--- config.mk ---
export PLATFORM = sky130hd
export DESIGN_NAME = magnetometer_min_max_calibration_flat
export DESIGN_NICKNAME = d
export VERILOG_FILES = /design/src/rtl/mmc_pkg.sv /design/src/rtl/mmc_if.sv /design/src/rtl/mmc_lane.sv /design/src/rtl/magnetometer_min_max_calibration.sv /design/src/flat_wrapper.sv
export SDC_FILE = /design/constraint.sdc
export NUM_CORES = 2
export LEC_CHECK = 0
export ABC_AREA = 1
export BUFFER_PORTS_ARGS = -buffer_cell sky130_fd_sc_hd__buf_2
export CAP_MARGIN = 20
export CORE_MARGIN = 2
export CORE_UTILIZATION = 59
export DETAILED_ROUTE_END_ITERATION = 8
export PLACE_DENSITY = 0.79
export SLEW_MARGIN = 20
export SYNTH_ARGS = -nofsm -noshare
export SYNTH_HDL_FRONTEND = slang
export SYNTH_SLANG_ARGS = --single-unit
--- constraint.sdc ---
create_clock -name clk -period 6.1 [get_ports clk]
set_input_delay 0.915 -clock clk [delete_from_list [all_inputs] [get_ports clk]]
set_output_delay 0.915 -clock clk [all_outputs]
set_load 0.005 [all_outputs]
--- src/rtl/mmc_pkg.sv ---
// shared constants, types and codes for the magnetometer min/max calibration block
`default_nettype none

package mmc_pkg;

  localparam int SAMPLE_BITS     = 16;
  localparam int SCALE_FRAC_BITS = 12;
  localparam int NUM_AXES        = 3;

  // unsigned Q4.x gain
  localparam int GAIN_BITS    = SCALE_FRAC_BITS + 4;
  // sum of three ranges, and three times one range
  localparam int TOT_BITS     = SAMPLE_BITS + 2;
  localparam int DEN_BITS     = SAMPLE_BITS + 2;
  // total shifted up by the fraction bits
  localparam int DVD_BITS     = TOT_BITS + SCALE_FRAC_BITS;
  localparam int DIFF_BITS    = SAMPLE_BITS + 1;
  localparam int PROD_BITS    = DIFF_BITS + GAIN_BITS + 1;
  localparam int SHR_BITS     = PROD_BITS - SCALE_FRAC_BITS;
  localparam int DIV_CNT_BITS = $clog2(GAIN_BITS);

  typedef logic signed [SAMPLE_BITS-1:0] sample_t;
  typedef logic [SAMPLE_BITS-1:0]        range_t;
  typedef logic [GAIN_BITS-1:0]          gain_t;
  typedef logic [TOT_BITS-1:0]           total_t;

  localparam sample_t SAMPLE_MAX = {1'b0, {(SAMPLE_BITS-1){1'b1}}};
  localparam sample_t SAMPLE_MIN = {1'b1, {(SAMPLE_BITS-1){1'b0}}};
  localparam gain_t   GAIN_MAX   = {GAIN_BITS{1'b1}};
  localparam gain_t   GAIN_ONE   = {{(GAIN_BITS-SCALE_FRAC_BITS-1){1'b0}}, 1'b1,
                                    {SCALE_FRAC_BITS{1'b0}}};
  localparam gain_t   GAIN_ZERO  = {GAIN_BITS{1'b0}};

  // input op codes
  localparam logic OP_CAL   = 1'b0;
  localparam logic OP_APPLY = 1'b1;

  // result kind codes
  localparam logic KIND_CAL  = 1'b0;
  localparam logic KIND_CORR = 1'b1;

  // controls broadcast to every lane
  typedef struct packed {
    logic cal;         // fold a calibration sample into min/max
    logic apply;       // latch sample minus offset
    logic rng_load;    // latch range and offset, re-arm min/max
    logic div_start;   // load the divider from the merged total
    logic div_step;    // one quotient bit
    logic scale_load;  // commit the new scale
    logic mul_load;    // register the correction product
  } lane_ctrl_t;

  // what one lane reports back to the merge stage
  typedef struct packed {
    range_t  rng;
    sample_t off;
    gain_t   scale;
    logic    cal_err;
    sample_t corr;
    logic    corr_err;
  } lane_stat_t;

  typedef enum logic [7:0] {
    S_IDLE   = 8'b0000_0001,
    S_RANGE  = 8'b0000_0010,
    S_TOTAL  = 8'b0000_0100,
    S_DINIT  = 8'b0000_1000,
    S_DIV    = 8'b0001_0000,
    S_COMMIT = 8'b0010_0000,
    S_MUL    = 8'b0100_0000,
    S_FIN    = 8'b1000_0000
  } state_t;

endpackage

`default_nettype wire

--- src/rtl/mmc_if.sv ---
// sample and result channel interfaces
`default_nettype none

interface mmc_smp_if import mmc_pkg::*; ();
  logic    valid;
  logic    ready;
  logic    op;
  sample_t sample_x;
  sample_t sample_y;
  sample_t sample_z;
  logic    last;

  modport source (output valid, op, sample_x, sample_y, sample_z, last, input ready);
  modport sink   (input valid, op, sample_x, sample_y, sample_z, last, output ready);
endinterface

interface mmc_res_if import mmc_pkg::*; ();
  logic    valid;
  logic    ready;
  logic    kind;
  sample_t value_x;
  sample_t value_y;
  sample_t value_z;
  gain_t   gain_x;
  gain_t   gain_y;
  gain_t   gain_z;
  logic    error;

  modport source (output valid, kind, value_x, value_y, value_z, gain_x, gain_y, gain_z,
                  error, input ready);
  modport sink   (input valid, kind, value_x, value_y, value_z, gain_x, gain_y, gain_z,
                  error, output ready);
endinterface

`default_nettype wire

--- src/rtl/mmc_lane.sv ---
// one axis: min/max tracking, offset, serial scale divider, correction multiply
`default_nettype none

module mmc_lane import mmc_pkg::*; (
  input  logic       clk,
  input  logic       rst,
  input  lane_ctrl_t ctrl,
  input  sample_t    sample,
  input  total_t     total,
  output lane_stat_t stat
);

  sample_t                       min_v;
  sample_t                       max_v;
  sample_t                       off;
  gain_t                         scale;
  range_t                        rng;
  logic [DEN_BITS-1:0]           den;
  logic [DEN_BITS-1:0]           rem;
  gain_t                         quo;
  gain_t                         dlow;
  logic                          ovf;
  logic signed [DIFF_BITS-1:0]   diff;
  logic signed [PROD_BITS-1:0]   prod;

  logic signed [DIFF_BITS-1:0]   span;
  logic signed [DIFF_BITS-1:0]   sum2;
  logic [DVD_BITS-1:0]           dvd;
  logic [DEN_BITS-1:0]           den_new;
  logic                          ovf_new;
  logic [DEN_BITS:0]             trial;
  logic [DEN_BITS:0]             trial_sub;
  logic                          trial_ge;
  logic signed [SHR_BITS-1:0]    shr;
  logic [SHR_BITS-SAMPLE_BITS:0] shr_hi;
  logic                          pos_ovf;
  logic                          neg_ovf;

  assign span = {max_v[SAMPLE_BITS-1], max_v} - {min_v[SAMPLE_BITS-1], min_v};
  assign sum2 = {max_v[SAMPLE_BITS-1], max_v} + {min_v[SAMPLE_BITS-1], min_v};

  // divisor is three times the range
  assign dvd     = {total, {SCALE_FRAC_BITS{1'b0}}};
  assign den_new = {2'b00, rng} + {1'b0, rng, 1'b0};
  // quotient would not fit the gain: also catches a zero range
  assign ovf_new = {{(GAIN_BITS-SCALE_FRAC_BITS){1'b0}}, dvd} >= {den_new, {GAIN_BITS{1'b0}}};

  assign trial     = {rem, dlow[GAIN_BITS-1]};
  assign trial_sub = trial - {1'b0, den};
  assign trial_ge  = trial >= {1'b0, den};

  // floor shift of the product, then saturate
  assign shr     = prod[PROD_BITS-1:SCALE_FRAC_BITS];
  assign shr_hi  = shr[SHR_BITS-1:SAMPLE_BITS-1];
  assign pos_ovf = !shr[SHR_BITS-1] && (|shr_hi);
  assign neg_ovf = shr[SHR_BITS-1] && !(&shr_hi);

  always_ff @(posedge clk) begin
    if (rst) begin
      min_v <= SAMPLE_MAX;
      max_v <= SAMPLE_MIN;
      off   <= '0;
      scale <= GAIN_ONE;
    end else begin
      if (ctrl.cal) begin
        if (sample < min_v) min_v <= sample;
        if (sample > max_v) max_v <= sample;
      end
      if (ctrl.rng_load) begin
        off   <= sum2[DIFF_BITS-1:1];
        min_v <= SAMPLE_MAX;
        max_v <= SAMPLE_MIN;
      end
      if (ctrl.scale_load) begin
        scale <= ovf ? GAIN_MAX : quo;
      end
    end
  end

  always_ff @(posedge clk) begin
    if (ctrl.rng_load) begin
      rng <= span[DIFF_BITS-1] ? '0 : span[SAMPLE_BITS-1:0];
    end
    if (ctrl.div_start) begin
      den  <= den_new;
      ovf  <= ovf_new;
      rem  <= {{(DEN_BITS-DVD_BITS+GAIN_BITS){1'b0}}, dvd[DVD_BITS-1:GAIN_BITS]};
      dlow <= dvd[GAIN_BITS-1:0];
      quo  <= '0;
    end else if (ctrl.div_step) begin
      rem  <= trial_ge ? trial_sub[DEN_BITS-1:0] : trial[DEN_BITS-1:0];
      dlow <= {dlow[GAIN_BITS-2:0], 1'b0};
      quo  <= {quo[GAIN_BITS-2:0], trial_ge};
    end
    if (ctrl.apply) begin
      diff <= {sample[SAMPLE_BITS-1], sample} - {off[SAMPLE_BITS-1], off};
    end
    if (ctrl.mul_load) begin
      prod <= diff * $signed({1'b0, scale});
    end
  end

  always_comb begin
    stat.rng      = rng;
    stat.off      = off;
    stat.scale    = scale;
    stat.cal_err  = ovf;
    stat.corr_err = pos_ovf || neg_ovf;
    if (pos_ovf) begin
      stat.corr = SAMPLE_MAX;
    end else if (neg_ovf) begin
      stat.corr = SAMPLE_MIN;
    end else begin
      stat.corr = shr[SAMPLE_BITS-1:0];
    end
  end

endmodule

`default_nettype wire

--- src/rtl/magnetometer_min_max_calibration.sv ---
// top level: sequencer, three axis lanes, merge of lane results and result register
// calibration word without last: folded into min/max, ready stays high, no result
// apply word: difference, product and result registered in turn, then ready again
// closing calibration word: range and offset, total, divider load, division, scale, result
//   registered in turn; the per-lane restoring divider gives one scale bit per cycle (16 bits)
// a waiting result does not block the sequencer until its final load into the result register
// rst (synchronous) re-arms min/max, clears offsets, sets unity scales, empties the output
`default_nettype none

module magnetometer_min_max_calibration import mmc_pkg::*; (
  input logic       clk,
  input logic       rst,
  mmc_smp_if.sink   smp,
  mmc_res_if.source res
);

  state_t                  state;
  state_t                  state_next;
  logic [DIV_CNT_BITS-1:0] cnt;
  logic                    kind_r;
  total_t                  total;

  logic       take;
  logic       load_out;
  lane_ctrl_t ctrl;
  sample_t    lane_in [NUM_AXES];
  lane_stat_t st      [NUM_AXES];

  // result register
  logic    out_valid;
  logic    kind_o;
  sample_t value_o [NUM_AXES];
  gain_t   gain_o  [NUM_AXES];
  logic    error_o;

  // input handshake: one word in flight at a time
  assign smp.ready = (state == S_IDLE);
  assign take      = smp.valid && smp.ready;

  // final load waits only for the result register to free up
  assign load_out  = (state == S_FIN) && (!out_valid || res.ready);

  assign lane_in[0] = smp.sample_x;
  assign lane_in[1] = smp.sample_y;
  assign lane_in[2] = smp.sample_z;

  // controls fan out to all lanes alike
  always_comb begin
    ctrl.cal        = take && (smp.op == OP_CAL);
    ctrl.apply      = take && (smp.op == OP_APPLY);
    ctrl.rng_load   = (state == S_RANGE);
    ctrl.div_start  = (state == S_DINIT);
    ctrl.div_step   = (state == S_DIV);
    ctrl.scale_load = (state == S_COMMIT);
    ctrl.mul_load   = (state == S_MUL);
  end

  for (genvar i = 0; i < NUM_AXES; i++) begin : g_lane
    mmc_lane u_lane (
      .clk   (clk),
      .rst   (rst),
      .ctrl  (ctrl),
      .sample(lane_in[i]),
      .total (total),
      .stat  (st[i])
    );
  end

  // sequencer
  always_comb begin
    state_next = state;
    case (state)
      S_IDLE: begin
        if (take) begin
          if (smp.op == OP_APPLY) begin
            state_next = S_MUL;
          end else if (smp.last) begin
            state_next = S_RANGE;
          end
        end
      end
      S_RANGE:  state_next = S_TOTAL;
      S_TOTAL:  state_next = S_DINIT;
      S_DINIT:  state_next = S_DIV;
      S_DIV: begin
        if (cnt == '0) state_next = S_COMMIT;
      end
      S_COMMIT: state_next = S_FIN;
      S_MUL:    state_next = S_FIN;
      S_FIN: begin
        if (load_out) state_next = S_IDLE;
      end
      default:  state_next = S_IDLE;
    endcase
  end

  always_ff @(posedge clk) begin
    if (rst) begin
      state     <= S_IDLE;
      out_valid <= 1'b0;
    end else begin
      state <= state_next;
      if (load_out) begin
        out_valid <= 1'b1;
      end else if (res.ready) begin
        out_valid <= 1'b0;
      end
    end
  end

  // merge stage: sum of ranges feeds every divider, errors are or-ed
  always_ff @(posedge clk) begin
    if (take) begin
      kind_r <= (smp.op == OP_APPLY) ? KIND_CORR : KIND_CAL;
    end
    if (state == S_TOTAL) begin
      total <= {2'b00, st[0].rng} + {2'b00, st[1].rng} + {2'b00, st[2].rng};
    end
    if (state == S_DINIT) begin
      cnt <= DIV_CNT_BITS'(GAIN_BITS - 1);
    end else if (state == S_DIV) begin
      cnt <= cnt - 1'b1;
    end
    if (load_out) begin
      kind_o <= kind_r;
      if (kind_r == KIND_CORR) begin
        for (int a = 0; a < NUM_AXES; a++) begin
          value_o[a] <= st[a].corr;
          gain_o[a]  <= GAIN_ZERO;
        end
        error_o <= st[0].corr_err || st[1].corr_err || st[2].corr_err;
      end else begin
        for (int a = 0; a < NUM_AXES; a++) begin
          value_o[a] <= st[a].off;
          gain_o[a]  <= st[a].scale;
        end
        error_o <= st[0].cal_err || st[1].cal_err || st[2].cal_err;
      end
    end
  end

  assign res.valid   = out_valid;
  assign res.kind    = kind_o;
  assign res.value_x = value_o[0];
  assign res.value_y = value_o[1];
  assign res.value_z = value_o[2];
  assign res.gain_x  = gain_o[0];
  assign res.gain_y  = gain_o[1];
  assign res.gain_z  = gain_o[2];
  assign res.error   = error_o;

endmodule

`default_nettype wire

--- src/flat_wrapper.sv ---
// flat-port wrapper written by rule: the top's interface ports become plain ports
module magnetometer_min_max_calibration_flat import mmc_pkg::*;
  (clk, rst, smp_valid, smp_op, smp_sample_x, smp_sample_y, smp_sample_z, smp_last, smp_ready, res_valid, res_kind, res_value_x, res_value_y, res_value_z, res_gain_x, res_gain_y, res_gain_z, res_error, res_ready);
  mmc_smp_if smp_i ();
  mmc_res_if res_i ();
  input logic clk;
  input logic rst;
  input wire logic [$bits(smp_i.valid)-1:0] smp_valid;
  input wire logic [$bits(smp_i.op)-1:0] smp_op;
  input wire logic [$bits(smp_i.sample_x)-1:0] smp_sample_x;
  input wire logic [$bits(smp_i.sample_y)-1:0] smp_sample_y;
  input wire logic [$bits(smp_i.sample_z)-1:0] smp_sample_z;
  input wire logic [$bits(smp_i.last)-1:0] smp_last;
  output wire logic [$bits(smp_i.ready)-1:0] smp_ready;
  output wire logic [$bits(res_i.valid)-1:0] res_valid;
  output wire logic [$bits(res_i.kind)-1:0] res_kind;
  output wire logic [$bits(res_i.value_x)-1:0] res_value_x;
  output wire logic [$bits(res_i.value_y)-1:0] res_value_y;
  output wire logic [$bits(res_i.value_z)-1:0] res_value_z;
  output wire logic [$bits(res_i.gain_x)-1:0] res_gain_x;
  output wire logic [$bits(res_i.gain_y)-1:0] res_gain_y;
  output wire logic [$bits(res_i.gain_z)-1:0] res_gain_z;
  output wire logic [$bits(res_i.error)-1:0] res_error;
  input wire logic [$bits(res_i.ready)-1:0] res_ready;
  assign smp_i.valid = smp_valid;
  assign smp_i.op = smp_op;
  assign smp_i.sample_x = smp_sample_x;
  assign smp_i.sample_y = smp_sample_y;
  assign smp_i.sample_z = smp_sample_z;
  assign smp_i.last = smp_last;
  assign smp_ready = smp_i.ready;
  assign res_valid = res_i.valid;
  assign res_kind = res_i.kind;
  assign res_value_x = res_i.value_x;
  assign res_value_y = res_i.value_y;
  assign res_value_z = res_i.value_z;
  assign res_gain_x = res_i.gain_x;
  assign res_gain_y = res_i.gain_y;
  assign res_gain_z = res_i.gain_z;
  assign res_error = res_i.error;
  assign res_i.ready = res_ready;
  magnetometer_min_max_calibration u_core (.clk(clk), .rst(rst), .smp(smp_i), .res(res_i));
endmodule
==> results.toml <==
[finish]
nFillCells = 10400
area_growth_pct = 8.91
multiInputGateArea_sq_mm = 0.0475
seq_area_sq_mm = 0.0169
final_util_pct = 64.9
diodes = 0
layout-drive-gt1-share_pct = 6.80
nNetsFinal = 11100

[yosys]
async_reset_ff_share_pct = 0
syn-mean-instance-area_sq_um = 7.92
synth_most_common_cell = "inv_1"
netlist_instances = 9305
yosysUniqueCellTypes = 54
ys_seq_area_share_pct = 22.9
synth.largest_area_cell = "fa_1"
synth_ff_type = "edfxtp_1"
yosys_warnings = 0
synth_area_leaders = "fa_1 23%, edfxtp_1 16%, ha_1 11%, inv_1 11%, nand2_1 10%"
synth-seq-cells = 650
synth_common_cells = "2164 x inv_1, 2029 x nand2_1, 848 x fa_1"
netlist_area_sq_mm = 0.0737
syn-num-nets = 10900
synth_edf_count = 385
synth_top_area_share_pct = 23.0

[cts]
cts-root-buf = "clkbuf_16"
clk_path_buf_depth = 3
cts-buffers-inserted = 77
ctsHoldBuffers = 0
h-tree-depth = 3
insertion_delay_ns = 0.72
clk_pin_slew_ns = 0.07
tritoncts = "done"
cts.sinks = 650

[drt]
wire_per_inst_um = 19.6
wirelength_um = 219000
drcViolationCount = 0
wl_met1_um = 88800
wl_met2_um = 97700
dr_wl_met3_um = 20500
via_per_inst = 5.62
dr_total_vias = 62800
ant_nets = 0
routed.top_layer = "met4"
drt-initial-drc-count = 5888
dr.pass1.iters = 8

[global_routing]
grt_pass1_vias = 63300
grt_max_degree = 73
grt_pass1_wl_um = 343000
gr-usage-all-layers_pct = 34.5
gr-total-overflow = 0
antenna_found_initial = 3

[die]
fp.coreArea_sq_mm = 0.124
initial_core_util_pct = 59.6
ios = 154
num_rows = 129
die_area_sq_mm = 0.128
die-width_um = 358
die_h_um = 358

[setup_path]
crit_required_ns = 6.51
crit_type = "flip-flop to flip-flop"
end_kind = "flip-flop"
cp_max_fo = 5
cp-start-kind = "flip-flop"
arrival_ns = 6.38

[timing]
tightest_slew_ns = 1.12
hold-worst-slack_ns = 0.455
drv_slew = 0
relSlewSlack_pct = 24.8
max_freq_mhz = 167
setup-violations-final = 0
postLayoutSetupSlackWorst_ns = 0.129
min_period_ns = 5.97
hold_viol = 0
setup_tns_ns = 0
clock_skew_ns = 0.0460
timing.final.crit_share_pct = 97.9
rsz0062_at_grt = "yes"

[placed_design]
place.gp.congestion = 0.993
pre_cts_ws_ns = 0.0688
port_buffers = 153
dpl.hpwl_um = 177000

[min_path]
hp-class = "input pin to flip-flop"

[pwr]
cellPowerDensity_mw_per_mm2 = 230
leakage_uw = 0.0424
ir_worst_vdd_mv = 0.243

[job]
drv_cap = 0

[run_status]
outcome = "finished, final reports clean"
-- metrics by stage --
step	area, sq um	instances	power [uW]
after global placement	77100	11000	13100
final	80300	11200	18500
after floorplan	73700	9305	11000
after detailed placement	77100	11000	13200
after CTS	79800	11100	18300
after global routing	80300	11200	19600
-- per-layer routing --
| metal | vias up | GRT usage, % |
|---|---|---|
| li1 | 29200 | - |
| met1 | 30100 | 45.9 |
| met2 | 2808 | 54.0 |
| met3 | 648 | 7.11 |
| met4 | 0 | 16.9 |
| met5 | - | 0 |
-- worst paths after layout --
check	from	endpoint	slack (ns)	cells after the start
max	u_core.g_lane[0].u_lane.diff[15]$_DFFE_PP_	u_core.g_lane[0].u_lane.prod[23]$_DFFE_PN_	0.13	21
min	smp_op	u_core.kind_r$_DFFE_PP_	0.46	1
max reg2reg	u_core.g_lane[0].u_lane.diff[15]$_DFFE_PP_	u_core.g_lane[0].u_lane.prod[23]$_DFFE_PN_	0.13	21
min reg2reg	u_core.g_lane[0].u_lane.off[14]$_SDFFE_PP0P_	u_core.g_lane[0].u_lane.off[14]$_SDFFE_PP0P_	0.46	2
-- sequential cells by signal, summed over array words and instances, names as in the netlist, 8 cells and up --
name / flops
u_core.g_lane.u_lane.den: 54
u_core.g_lane.u_lane.diff: 51
u_core.g_lane.u_lane.max_v: 48
u_core.g_lane.u_lane.min_v: 48
u_core.g_lane.u_lane.off: 48
u_core.g_lane.u_lane.prod: 66
u_core.g_lane.u_lane.quo: 48
u_core.g_lane.u_lane.rem: 54
u_core.g_lane.u_lane.rng: 48
u_core.g_lane.u_lane.scale: 48
u_core.gain_o: 48
u_core.state: 8
u_core.total: 18
u_core.value_o: 48
-- where the power goes --
part | leakage [uW] | switching, uW | internal [uW]
registers | 0.00568 | 490 | 5370
clock network | 0.00132 | 2130 | 2890
logic | 0.0354 | 5030 | 2570
total | 0.0424 | 7660 | 10800
-- cells in the final DEF (no fill, tap or decap), types with 13 or more instances in the layout --
| cell type | n |
|---|---|
| edfxtp_1 | 385 |
| buf_4 | 249 |
| xnor2_1 | 83 |
| ha_1 | 668 |
| nor3_1 | 113 |
| nor2_2 | 15 |
| fa_1 | 843 |
| a21oi_1 | 467 |
| o21ai_1 | 46 |
| buf_12 | 15 |
| nand2_1 | 2024 |
| a21o_1 | 34 |
| a211oi_1 | 49 |
| dfxtp_2 | 13 |
| nand4_1 | 111 |
| nand3b_1 | 53 |
| nand3_1 | 366 |
| buf_2 | 154 |
| dfxtp_1 | 252 |
| nor4_1 | 14 |
| o21a_1 | 15 |
| o21bai_1 | 40 |
| xor2_1 | 149 |
| o21ai_0 | 247 |
| nor2_1 | 553 |
| o22ai_1 | 102 |
| a31oi_1 | 47 |
| clkbuf_16 | 82 |
| a21boi_0 | 23 |
| inv_1 | 2161 |
-- critical path: stages, from the launching register on --
cell	delay (ns)
edfxtp_1	0.46
buf_4	0.21
nand2_1	0.07
inv_1	0.05
fa_1	0.54
inv_1	0.06
fa_1	0.51
fa_1	0.51
inv_1	0.06
fa_1	0.52
fa_1	0.52
inv_1	0.05
fa_1	0.48
inv_1	0.05
ha_1	0.35
inv_1	0.17
o21ai_1	0.13
a31oi_1	0.28
o21ai_0	0.20
a21oi_1	0.15
nand2_1	0.13
xor2_2	0.20
-- repair_timing --
| action | CTS | global route |
|---|---|---|
| resized for setup | 0 | 46 |
| setup endpoints to repair | 0 | 38 |
| setup buffers | 0 | 44 |
-- cell type report --
type                            instances  area share [%]
Multi-Input combinational cell       6161            59.2
Clock buffer                          103            2.75
Tap cell                             1637            2.55
Clock inverter                         41           0.612
Sequential cell                       650            21.0
Inverter                             2172            10.2
Timing Repair Buffer                  421            3.70
-- logic make-up after synthesis --
| kind of cell | count (synthesis) | synth area share, % |
|---|---|---|
| xor+xnor | 233 | 2.77 |
| fa+ha+maj | 1520 | 34.4 |
| compound gates | 1114 | 8.53 |
| simple gates | 3294 | 18.5 |
| flops | 650 | 22.9 |
| buf+inv | 2494 | 12.9 |
No activity file was read; power rests on OpenSTA's default activity.
